**src/design/bts_pkg.sv**
```systemverilog
package bts_pkg;

    localparam int EVENT_DEPTH_DEF = 64;

    localparam int DELAY_W  = 31;
    localparam int REMAIN_W = 17;
    localparam int SAMPLE_W = 16;
    localparam int CFG_IDX_W  = 2;
    localparam int CFG_DATA_W = 16;

    localparam logic [DELAY_W-1:0]  NO_EVENT_DELAY = 31'h4000_0000;
    localparam logic [REMAIN_W-1:0] ONE_SAMPLE     = 17'h1_0000;

    // x / 100 == (x * DIV100_MAGIC) >> DIV100_SHIFT, exact for x < 2**22
    localparam logic [22:0] DIV100_MAGIC = 23'd5368710;
    localparam int          DIV100_SHIFT = 29;

    localparam logic [4:0]  VOLUME_RESET = 5'd0;
    localparam logic [6:0]  MASTER_RESET = 7'd100;
    localparam logic [15:0] STEP_RESET   = 16'd0;

    typedef enum logic [1:0] {
        OP_QUEUE  = 2'd0,
        OP_BEGIN  = 2'd1,
        OP_SAMPLE = 2'd2,
        OP_END    = 2'd3
    } t_op;

    typedef enum logic [CFG_IDX_W-1:0] {
        CFG_VOLUME = 2'd0,
        CFG_MASTER = 2'd1,
        CFG_STEP   = 2'd2,
        CFG_NONE   = 2'd3
    } t_cfg_idx;

    typedef struct packed {
        logic queue;
        logic begin_empty;
        logic end_batch;
        logic pop;
        logic walk_init;
        logic walk_step;
        logic walk_end;
        logic tone;
        logic frac;
        logic scl1;
        logic scl2;
        logic clr_q;
        logic load_out;
    } t_cmd;

    typedef struct packed {
        logic vol_zero;
        logic count_zero;
        logic pd_ge_one;
        logic remain_ge_pd;
        logic out_free;
    } t_stat;

endpackage

```
**src/design/beeper_tone_sample_generator.sv**
```systemverilog
// Beeper tone sample generator, rate-generator mode.
// Input channel (i_in_valid / o_in_ready) takes one request per item:
//   queue an enable event, begin a batch, produce a sample, end a batch.
// Output channel (o_out_valid / i_out_ready) carries one signed 16-bit sample
//   per produce request; other requests give no sample.
// Config port: i_cfg_we with i_cfg_index 0 volume, 1 master volume, 2 tone
//   step; the user must write it only while the block is idle, which the
//   block itself does not enforce. A produced sample is valid from the cycle
//   input ready returns. Steps after acceptance: queue, end, begin on an empty
//   queue: none; begin with a queued event: pop; produce, volume zero: output;
//   tone case: tone, scaling, output; event walk: a walk and a pop per event
//   popped, a walk if the queue runs dry, a last walk, fraction, scaling, output.
// The event store is a single-port-read RAM read at the queue head; each pop
//   waits on its registered read. Scaling uses two registered multiplies.
// Only one request is in flight. The output register holds a finished sample
//   while the receiver stalls; further non-produce requests are still taken,
//   and a new produce waits in its final step until the register is free.
// Reset: queue empty, pending delay and level zero, tone off, phase zero,
//   volume 0, master volume 100, tone step 0. Store contents are not cleared.
module beeper_tone_sample_generator #(
    parameter int EVENT_DEPTH = bts_pkg::EVENT_DEPTH_DEF
) (
    input  logic                                i_clk,
    input  logic                                i_rst_n,
    input  logic                                i_in_valid,
    output logic                                o_in_ready,
    input  logic [1:0]                          i_in_operation,
    input  logic [bts_pkg::DELAY_W-1:0]         i_in_event_delay,
    input  logic                                i_in_event_level,
    output logic                                o_out_valid,
    input  logic                                i_out_ready,
    output logic signed [bts_pkg::SAMPLE_W-1:0] o_out_sample,
    input  logic                                i_cfg_we,
    input  logic [bts_pkg::CFG_IDX_W-1:0]       i_cfg_index,
    input  logic [bts_pkg::CFG_DATA_W-1:0]      i_cfg_data
);

    bts_pkg::t_cmd  cmd;
    bts_pkg::t_stat stat;

    bts_ctrl u_ctrl (
        .i_clk         (i_clk),
        .i_rst_n       (i_rst_n),
        .i_in_valid    (i_in_valid),
        .i_in_operation(i_in_operation),
        .i_stat        (stat),
        .o_in_ready    (o_in_ready),
        .o_cmd         (cmd)
    );

    bts_dpath #(
        .EVENT_DEPTH(EVENT_DEPTH)
    ) u_dpath (
        .i_clk           (i_clk),
        .i_rst_n         (i_rst_n),
        .i_in_event_delay(i_in_event_delay),
        .i_in_event_level(i_in_event_level),
        .i_cfg_we        (i_cfg_we),
        .i_cfg_index     (i_cfg_index),
        .i_cfg_data      (i_cfg_data),
        .i_out_ready     (i_out_ready),
        .i_cmd           (cmd),
        .o_stat          (stat),
        .o_out_valid     (o_out_valid),
        .o_out_sample    (o_out_sample)
    );

endmodule

```
**src/design/bts_ram.sv**
```systemverilog
module bts_ram #(
    parameter int WIDTH = 32,
    parameter int DEPTH = 64,
    localparam int AW = (DEPTH > 1) ? $clog2(DEPTH) : 1
) (
    input  logic             i_clk,
    input  logic             i_we,
    input  logic [AW-1:0]    i_waddr,
    input  logic [WIDTH-1:0] i_wdata,
    input  logic [AW-1:0]    i_raddr,
    output logic [WIDTH-1:0] o_rdata
);

    logic [WIDTH-1:0] r_mem [DEPTH];
    logic [WIDTH-1:0] r_rdata;

    always_ff @(posedge i_clk) begin
        if (i_we) begin
            r_mem[i_waddr] <= i_wdata;
        end
        r_rdata <= r_mem[i_raddr];
    end

    assign o_rdata = r_rdata;

endmodule

```
**src/design/bts_ctrl.sv**
```systemverilog
module bts_ctrl (
    input  logic          i_clk,
    input  logic          i_rst_n,
    input  logic          i_in_valid,
    input  logic [1:0]    i_in_operation,
    input  bts_pkg::t_stat i_stat,
    output logic          o_in_ready,
    output bts_pkg::t_cmd  o_cmd
);

    typedef enum logic [8:0] {
        S_IDLE = 9'b000000001,
        S_BPOP = 9'b000000010,
        S_WALK = 9'b000000100,
        S_WPOP = 9'b000001000,
        S_TONE = 9'b000010000,
        S_FRAC = 9'b000100000,
        S_SCL1 = 9'b001000000,
        S_SCL2 = 9'b010000000,
        S_OUT  = 9'b100000000
    } t_state;

    t_state r_state;
    t_state n_state;
    logic   accept;

    assign o_in_ready = (r_state == S_IDLE);
    assign accept     = i_in_valid && o_in_ready;

    always_comb begin
        n_state = r_state;
        o_cmd   = '0;
        unique case (r_state)
            S_IDLE: begin
                if (accept) begin
                    unique case (bts_pkg::t_op'(i_in_operation))
                        bts_pkg::OP_QUEUE: begin
                            o_cmd.queue = 1'b1;
                        end
                        bts_pkg::OP_BEGIN: begin
                            if (!i_stat.vol_zero) begin
                                if (i_stat.count_zero) begin
                                    o_cmd.begin_empty = 1'b1;
                                end else begin
                                    n_state = S_BPOP;
                                end
                            end
                        end
                        bts_pkg::OP_END: begin
                            o_cmd.end_batch = !i_stat.vol_zero;
                        end
                        bts_pkg::OP_SAMPLE: begin
                            if (i_stat.vol_zero) begin
                                o_cmd.clr_q = 1'b1;
                                n_state     = S_OUT;
                            end else if (i_stat.pd_ge_one) begin
                                n_state = S_TONE;
                            end else begin
                                o_cmd.walk_init = 1'b1;
                                n_state         = S_WALK;
                            end
                        end
                    endcase
                end
            end
            S_BPOP: begin
                o_cmd.pop = 1'b1;
                n_state   = S_IDLE;
            end
            S_WALK: begin
                if (i_stat.remain_ge_pd) begin
                    o_cmd.walk_step = 1'b1;
                    n_state = i_stat.count_zero ? S_WALK : S_WPOP;
                end else begin
                    o_cmd.walk_end = 1'b1;
                    n_state        = S_FRAC;
                end
            end
            S_WPOP: begin
                o_cmd.pop = 1'b1;
                n_state   = S_WALK;
            end
            S_TONE: begin
                o_cmd.tone = 1'b1;
                n_state    = S_SCL1;
            end
            S_FRAC: begin
                o_cmd.frac = 1'b1;
                n_state    = S_SCL1;
            end
            S_SCL1: begin
                o_cmd.scl1 = 1'b1;
                n_state    = S_SCL2;
            end
            S_SCL2: begin
                o_cmd.scl2 = 1'b1;
                n_state    = S_OUT;
            end
            S_OUT: begin
                if (i_stat.out_free) begin
                    o_cmd.load_out = 1'b1;
                    n_state        = S_IDLE;
                end
            end
            default: begin
                n_state = S_IDLE;
            end
        endcase
    end

    always_ff @(posedge i_clk) begin
        if (!i_rst_n) begin
            r_state <= S_IDLE;
        end else begin
            r_state <= n_state;
        end
    end

endmodule

```
**src/design/bts_dpath.sv**
```systemverilog
module bts_dpath #(
    parameter int EVENT_DEPTH = bts_pkg::EVENT_DEPTH_DEF
) (
    input  logic                                i_clk,
    input  logic                                i_rst_n,
    input  logic [bts_pkg::DELAY_W-1:0]         i_in_event_delay,
    input  logic                                i_in_event_level,
    input  logic                                i_cfg_we,
    input  logic [bts_pkg::CFG_IDX_W-1:0]       i_cfg_index,
    input  logic [bts_pkg::CFG_DATA_W-1:0]      i_cfg_data,
    input  logic                                i_out_ready,
    input  bts_pkg::t_cmd                       i_cmd,
    output bts_pkg::t_stat                      o_stat,
    output logic                                o_out_valid,
    output logic signed [bts_pkg::SAMPLE_W-1:0] o_out_sample
);

    localparam int AW = (EVENT_DEPTH > 1) ? $clog2(EVENT_DEPTH) : 1;
    localparam int CW = $clog2(EVENT_DEPTH + 1);
    localparam int DW = bts_pkg::DELAY_W;
    localparam int RW = bts_pkg::REMAIN_W;
    localparam int SW = bts_pkg::SAMPLE_W;

    logic [4:0]    r_vol, n_vol;
    logic [6:0]    r_master, n_master;
    logic [15:0]   r_step, n_step;
    logic [AW-1:0] r_head, n_head;
    logic [CW-1:0] r_count, n_count;
    logic [DW-1:0] r_pd, n_pd;
    logic          r_pl, n_pl;
    logic          r_te, n_te;
    logic [15:0]   r_phase, n_phase;
    logic [RW-1:0] r_remain, n_remain;
    logic [RW-1:0] r_on, n_on;
    logic [SW-1:0] r_s, n_s;
    logic          r_neg, n_neg;
    logic [21:0]   r_mag, n_mag;
    logic [15:0]   r_q, n_q;
    logic          r_o_valid, n_o_valid;
    logic [SW-1:0] r_o_sample, n_o_sample;

    logic [CW:0]   slot_sum;
    logic [CW:0]   slot_wrap;
    logic [AW-1:0] slot;
    logic [AW-1:0] head_inc;
    logic          count_full;
    logic          ram_we;
    logic [31:0]   ram_rdata;

    logic [15:0]        p1, p2, p3, p4;
    logic [2:0]         ones;
    logic signed [4:0]  tone_sum;
    logic signed [10:0] tone_prod;
    logic [SW-1:0]      tone_val;
    logic [21:0]        frac_prod;
    logic [SW-1:0]      frac_val;
    logic [SW-1:0]      s_abs;
    logic [44:0]        div_prod;

    assign slot_sum  = {{(CW + 1 - AW){1'b0}}, r_head} + {1'b0, r_count};
    assign slot_wrap = (slot_sum >= (CW + 1)'(EVENT_DEPTH)) ?
                       slot_sum - (CW + 1)'(EVENT_DEPTH) : slot_sum;
    assign slot      = slot_wrap[AW-1:0];
    assign head_inc  = (r_head == AW'(EVENT_DEPTH - 1)) ? '0 : r_head + 1'b1;
    assign count_full = (r_count == CW'(EVENT_DEPTH));
    assign ram_we    = i_cmd.queue && !count_full;

    bts_ram #(
        .WIDTH(32),
        .DEPTH(EVENT_DEPTH)
    ) u_ram (
        .i_clk  (i_clk),
        .i_we   (ram_we),
        .i_waddr(slot),
        .i_wdata({i_in_event_level, i_in_event_delay}),
        .i_raddr(r_head),
        .o_rdata(ram_rdata)
    );

    // four quarter-sample phase steps
    assign p1   = r_phase + r_step;
    assign p2   = p1 + r_step;
    assign p3   = p2 + r_step;
    assign p4   = p3 + r_step;
    assign ones = 3'(r_phase[15]) + 3'(p1[15]) + 3'(p2[15]) + 3'(p3[15]);
    assign tone_sum  = $signed({1'b0, ones, 1'b0}) - 5'sd4;
    assign tone_prod = 11'(tone_sum) * 11'($signed({1'b0, r_vol}));
    assign tone_val  = {tone_prod[7:0], 8'h00};

    assign frac_prod = 22'(r_on) * 22'(r_vol);
    assign frac_val  = frac_prod[21:6];

    assign s_abs    = r_s[SW-1] ? SW'(-r_s) : r_s;
    assign div_prod = 45'(r_mag) * 45'(bts_pkg::DIV100_MAGIC);

    always_comb begin
        o_stat.vol_zero     = (r_vol == '0);
        o_stat.count_zero   = (r_count == '0);
        o_stat.pd_ge_one    = (r_pd >= DW'(bts_pkg::ONE_SAMPLE));
        o_stat.remain_ge_pd = (DW'(r_remain) >= r_pd);
        o_stat.out_free     = !r_o_valid || i_out_ready;
    end

    always_comb begin
        n_vol      = r_vol;
        n_master   = r_master;
        n_step     = r_step;
        n_head     = r_head;
        n_count    = r_count;
        n_pd       = r_pd;
        n_pl       = r_pl;
        n_te       = r_te;
        n_phase    = r_phase;
        n_remain   = r_remain;
        n_on       = r_on;
        n_s        = r_s;
        n_neg      = r_neg;
        n_mag      = r_mag;
        n_q        = r_q;
        n_o_valid  = r_o_valid && !i_out_ready;
        n_o_sample = r_o_sample;

        if (i_cfg_we) begin
            unique case (bts_pkg::t_cfg_idx'(i_cfg_index))
                bts_pkg::CFG_VOLUME: n_vol    = i_cfg_data[4:0];
                bts_pkg::CFG_MASTER: n_master = i_cfg_data[6:0];
                bts_pkg::CFG_STEP:   n_step   = i_cfg_data;
                bts_pkg::CFG_NONE:   n_step   = r_step;
            endcase
        end

        if (ram_we) begin
            n_count = r_count + 1'b1;
        end
        if (i_cmd.begin_empty) begin
            n_pd = bts_pkg::NO_EVENT_DELAY;
            n_pl = r_te;
        end
        if (i_cmd.end_batch) begin
            n_te    = r_pl;
            n_count = '0;
            n_head  = '0;
        end
        if (i_cmd.pop) begin
            n_pd    = ram_rdata[DW-1:0];
            n_pl    = ram_rdata[31];
            n_head  = head_inc;
            n_count = r_count - 1'b1;
        end
        if (i_cmd.walk_init) begin
            n_remain = bts_pkg::ONE_SAMPLE;
            n_on     = '0;
        end
        if (i_cmd.walk_step) begin
            n_remain = r_remain - r_pd[RW-1:0];
            if (r_te) begin
                n_on = r_on + r_pd[RW-1:0];
            end
            n_te    = r_pl;
            n_phase = '0;
            if (r_count == '0) begin
                n_pd = bts_pkg::NO_EVENT_DELAY;
            end
        end
        if (i_cmd.walk_end) begin
            n_pd = r_pd - DW'(r_remain);
            if (r_te) begin
                n_on = r_on + r_remain;
            end
        end
        if (i_cmd.tone) begin
            n_pd = r_pd - DW'(bts_pkg::ONE_SAMPLE);
            if (r_te) begin
                n_phase = p4;
                n_s     = tone_val;
            end else begin
                n_s = '0;
            end
        end
        if (i_cmd.frac) begin
            n_s = frac_val[SW-1] ? '0 : frac_val;
        end
        if (i_cmd.scl1) begin
            n_neg = r_s[SW-1];
            n_mag = 22'(s_abs) * 22'(r_master);
        end
        if (i_cmd.scl2) begin
            n_q = div_prod[bts_pkg::DIV100_SHIFT +: 16];
        end
        if (i_cmd.clr_q) begin
            n_q   = '0;
            n_neg = 1'b0;
        end
        if (i_cmd.load_out) begin
            n_o_valid  = 1'b1;
            n_o_sample = r_neg ? SW'(-r_q) : r_q;
        end
    end

    always_ff @(posedge i_clk) begin
        if (!i_rst_n) begin
            r_vol     <= bts_pkg::VOLUME_RESET;
            r_master  <= bts_pkg::MASTER_RESET;
            r_step    <= bts_pkg::STEP_RESET;
            r_head    <= '0;
            r_count   <= '0;
            r_pd      <= '0;
            r_pl      <= 1'b0;
            r_te      <= 1'b0;
            r_phase   <= '0;
            r_o_valid <= 1'b0;
        end else begin
            r_vol     <= n_vol;
            r_master  <= n_master;
            r_step    <= n_step;
            r_head    <= n_head;
            r_count   <= n_count;
            r_pd      <= n_pd;
            r_pl      <= n_pl;
            r_te      <= n_te;
            r_phase   <= n_phase;
            r_o_valid <= n_o_valid;
        end
    end

    always_ff @(posedge i_clk) begin
        r_remain   <= n_remain;
        r_on       <= n_on;
        r_s        <= n_s;
        r_neg      <= n_neg;
        r_mag      <= n_mag;
        r_q        <= n_q;
        r_o_sample <= n_o_sample;
    end

    assign o_out_valid  = r_o_valid;
    assign o_out_sample = $signed(r_o_sample);

    a_count_bound: assert property (@(posedge i_clk) disable iff (!i_rst_n)
        r_count <= CW'(EVENT_DEPTH))
        else $error("event count above depth");

    a_head_bound: assert property (@(posedge i_clk) disable iff (!i_rst_n)
        r_head <= AW'(EVENT_DEPTH - 1))
        else $error("event head out of range");

    a_pop_nonempty: assert property (@(posedge i_clk) disable iff (!i_rst_n)
        i_cmd.pop |-> (r_count != '0))
        else $error("pop from empty event queue");

    a_load_valid: assert property (@(posedge i_clk) disable iff (!i_rst_n)
        i_cmd.load_out |=> r_o_valid)
        else $error("loaded sample not presented");

endmodule
```
**config.mk**
```make
export PLATFORM = sky130hd
export DESIGN_NAME = beeper_tone_sample_generator
export DESIGN_NICKNAME = d
export VERILOG_FILES = /design/src/design/bts_pkg.sv /design/src/design/beeper_tone_sample_generator.sv /design/src/design/bts_ram.sv /design/src/design/bts_ctrl.sv /design/src/design/bts_dpath.sv
export SDC_FILE = /design/constraint.sdc
export NUM_CORES = 2
export LEC_CHECK = 0
export ABC_AREA = 1
export ABC_CLOCK_PERIOD_IN_PS = 13000
export BUFFER_PORTS_ARGS = -buffer_cell sky130_fd_sc_hd__buf_2
export CAP_MARGIN = 15
export CORE_ASPECT_RATIO = 1.75
export CORE_MARGIN = 5
export CORE_UTILIZATION = 35
export CTS_CLUSTER_SIZE = 10
export DETAILED_ROUTE_END_ITERATION = 6
export PLACE_DENSITY_LB_ADDON = 0.12
export SYNTH_ARGS = -nofsm -noshare
export SYNTH_HDL_FRONTEND = slang
export SYNTH_SLANG_ARGS = --single-unit
```
**constraint.sdc**
```tcl
create_clock -name i_clk -period 13 [get_ports i_clk]
set_input_delay 1.3 -clock i_clk [delete_from_list [all_inputs] [get_ports i_clk]]
set_output_delay 1.3 -clock i_clk [all_outputs]
set_load 0.03 [all_outputs]
```
==> results.py <==
metrics = {
    "critical_path": {
        "required_ns": 13.55,
        "critPathMaxFanout": 4,
        "crit_path_end": "u_dpath.r_s[14]$_DFFE_PP_",
        "crit_path_start": "u_dpath.r_step[0]$_SDFFE_PN0P_",
        "reg2reg_from": "u_dpath.r_step[0]$_SDFFE_PN0P_",
        "critPathKind": "register to register",
        "end_kind": "register",
        "crit_arrival_ns": 9.25,
        "critical_path.slowest_cell": "fa_1",
        "rr_worst_depth": 39,
        "cp_num_cells": 39,
        "worst_path_largest_cell_delay_ns": 0.58,
        "cp-start-kind": "register",
        "r2r_setup_slack_ns": 4.30,
        "cpLargestDelayFamily": "adder cells",
        "r2r_end": "u_dpath.r_s[14]$_DFFE_PP_",
        "crit_buf_inv": 6,
    },
    "cts": {
        "clk_pin_slew_ns": 0.06,
        "clockRootBuffer": "clkbuf_16",
        "cts.repair.resized": 0,
        "cts_buffer_depth": 4,
        "postCtsSetupBuffers": 0,
        "ctsHoldBuffers": 0,
        "worstSkewPairLatency_ns": 0.85,
        "cts-htree-levels": 5,
        "cts_tree": "yes",
        "cts.sink_count": 2285,
        "cts_made_buffers": 274,
    },
    "global_routing": {
        "gr-usage-met2_pct": 42.60,
        "grtUsageMet3_pct": 2.004,
        "gr-total-overflow": 0,
        "grt.busiest_layer": "met2",
        "met1_usage_pct": 24.00,
        "grt_pass1_wl_mm": 538.7,
        "first_global_vias": 79990,
        "grt_usage_pct": 21.83,
        "grt_max_degree": 171,
        "antenna_found_initial": 20,
    },
    "die": {
        "io_pins": 75,
        "die_h_um": 755.8,
        "core_um2": 317500,
        "dieWidth_um": 436.2,
        "start_util_pct": 35.04,
        "design.die.area_um2": 329700,
        "num_rows": 274,
    },
    "final_layout": {
        "nNetsFinal": 10780,
        "final_cells": 14190,
        "drive_above_1_share_pct": 7.104,
        "area_growth_pct": 11.72,
        "fin_util_pct": 39.15,
    },
    "pwr": {
        "leakage_nw": 45.67,
        "vdd_drop_max_v": 0.00008543,
        "p_sw_share_pct": 24.71,
        "power_density_nw_per_um2": 133.9,
        "pwr-share-comb_pct": 9.7,
        "p_int_mw": 12.53,
        "power.clock.fraction_pct": 40.9,
        "power.share.sequential_pct": 49.4,
        "p_total_mw": 16.64,
        "power_switching_mw": 4.112,
    },
    "synth": {
        "avgSynthCellArea_um2": 11.18,
        "synth_seq_cells": 2285,
        "synth_seq_area_share_pct": 60.19,
        "yosysWarnings": 0,
        "syn_area_um2": 111200,
        "synth_area_leaders": "edfxtp_1 (57%), o21ai_0 (6.8%), nor2_1 (5.8%)",
        "synth_cell_type_count": 66,
        "yosys-top-cells-count": "edfxtp_1 (2119), nor2_1 (1728), o21ai_0 (1503)",
        "synth.most_common_cell": "edfxtp_1",
        "synth-edff-count": 2119,
        "synth_top_area_share_pct": 57.20,
        "syn_inst": 9950,
        "synth_ff_type": "edfxtp_1",
        "syn_nets": 10770,
        "synth-async-reset-ratio_pct": 0,
        "synth_largest_area_cell": "edfxtp_1",
    },
    "run_status": {
        "status": "finished clean",
    },
    "sta": {
        "finalCritPeriodShare_pct": 66.89,
        "fin_crit_ns": 8.696,
        "relSlewSlack_pct": 14.55,
        "finalSetupViolations": 0,
        "slew_violations": 0,
        "setup-tns-final_ns": 0,
        "max_clock_freq_mhz": 115.0,
        "rsz0062_at_grt": "no",
        "skew_ns": 0.04429,
        "hold_violations": 0,
        "worst_pin_slew_ns": 1.282,
        "hold_ws_ns": 0.4723,
    },
    "drt": {
        "wl_per_cell_um": 26.08,
        "first_iter_violations": 5384,
        "antenna_left": 0,
        "routed_wl_mm": 369.9,
        "vias_per_cell": 5.481,
        "via_count": 77760,
        "drc_errors": 0,
        "dr.pass1.iters": 7,
    },
    "min_path": {
        "hold_path.class": "register to register",
    },
    "placed_design": {
        "dpl.hpwl_mm": 232.6,
        "gp_congestion": 0.8741,
        "numPlacedInstances": 13820,
        "portBuffers": 74,
    },
    "run": {
        "maxCapViolCount": 0,
    },
}
==> per-layer routing <==
metal  vias to the layer above  wire length (µm)
met4                         4             17480
met5                         -                27
li1                      35320                 -
met2                      2002            202000
met3                       704             13780
met1                     39730            136700
==> cell usage in the layout (no fill, tap or decap), drive strengths merged, types with 23 or more instances in the layout <==
cell,Yosys,routed
o21bai,23,23
dfxtp,166,166
nand4,32,32
xnor2,50,50
xor2,126,126
buf,124,245
clkbuf,390,331
o32ai,27,27
o22ai,634,634
edfxtp,2119,2119
a31oi,42,42
inv,758,768
nor2,1741,1741
o211ai,29,29
a211oi,25,25
fa,307,307
a21oi,306,306
nand2,734,734
or2,25,25
o21ai,1514,1514
nand3,137,137
ha,459,459
nor3,58,58
==> area by class of cell <==
class	count	area, µm²
fill	30650	193200
sequential	2285	66970
multi-input combinational	6389	39860
clock buffer	331	7218
tap	4140	5180
inverter	762	2892
timing repair buffer	245	1904
clock inverter	25	239.0
antenna	9	22.52
==> flip-flops by register name, indices dropped and copies added, names as in the netlist, 16 cells and up <==
name,cells
u_dpath.r_on,17
u_dpath.u_ram.r_mem,2048
u_dpath.r_s,16
u_dpath.r_mag,22
u_dpath.r_phase,16
u_dpath.u_ram.o_rdata,32
u_dpath.r_q,16
u_dpath.r_pd,31
u_dpath.o_out_sample,16
u_dpath.r_step,16
u_dpath.r_remain,17
==> power groups by stage <==
stage	Combinational (mW)	Sequential, mW	Clock, mW
2_1_floorplan	1.06	8.31	0
6_report	1.62	8.21	6.81
3_3_place_gp	1.61	8.37	0
3_5_place_dp	1.63	8.37	0
4_1_cts	1.63	8.22	6.99
5_1_grt	1.81	8.22	7.25
==> logic make-up (layout without fill, tap and decap cells) <==
group / Yosys count / count (layout) / share of synthesized area, %
and+or+nand+nor: 2760 / 2760 / 9.894
AOI/OAI and AO/OA: 2687 / 2687 / 13.39
DFF: 2285 / 2285 / 60.19
xor gates and xnor gates: 176 / 176 / 1.386
other: 0 / 9 / 0
buffers and inverters: 1276 / 1363 / 4.456
adders and majority gates: 766 / 766 / 10.69
==> tightest hold or removal path, delay by kind of cell (launching register included) <==
| family | cells | cell delay, ns |
|---|---|---|
| compound gates | 1 | 0.05 |
| flops | 1 | 0.31 |
| simple gates | 1 | 0.06 |
==> how the worst min path moves through the flow <==
stage	to	startpoint	cells after the start	slack, ns
final	u_dpath.r_phase[12]$_SDFF_PN0_	u_dpath.r_phase[12]$_SDFF_PN0_	2	0.47
after global routing	u_dpath.r_phase[9]$_SDFF_PN0_	u_dpath.r_phase[9]$_SDFF_PN0_	2	0.49
after CTS	u_dpath.r_phase[12]$_SDFF_PN0_	u_dpath.r_phase[12]$_SDFF_PN0_	2	0.48
after detailed placement	u_dpath.r_phase[12]$_SDFF_PN0_	u_dpath.r_phase[12]$_SDFF_PN0_	2	0.47
after global placement	u_dpath.o_out_sample[0]$_DFFE_PP_	u_dpath.r_q[0]$_SDFFE_PP0P_	0	0.46
after floorplan	u_dpath.o_out_sample[0]$_DFFE_PP_	u_dpath.r_q[0]$_SDFFE_PP0P_	0	0.43
==> through the flow <==
stage	setup WS, ns	area [µm²]
after floorplan	5.332	111200
after global placement	4.085	116700
after detailed placement	4.282	116700
after CTS	4.242	124100
after global routing	3.421	124300
final	4.304	124300
No activity file was read; power rests on OpenSTA's default activity.
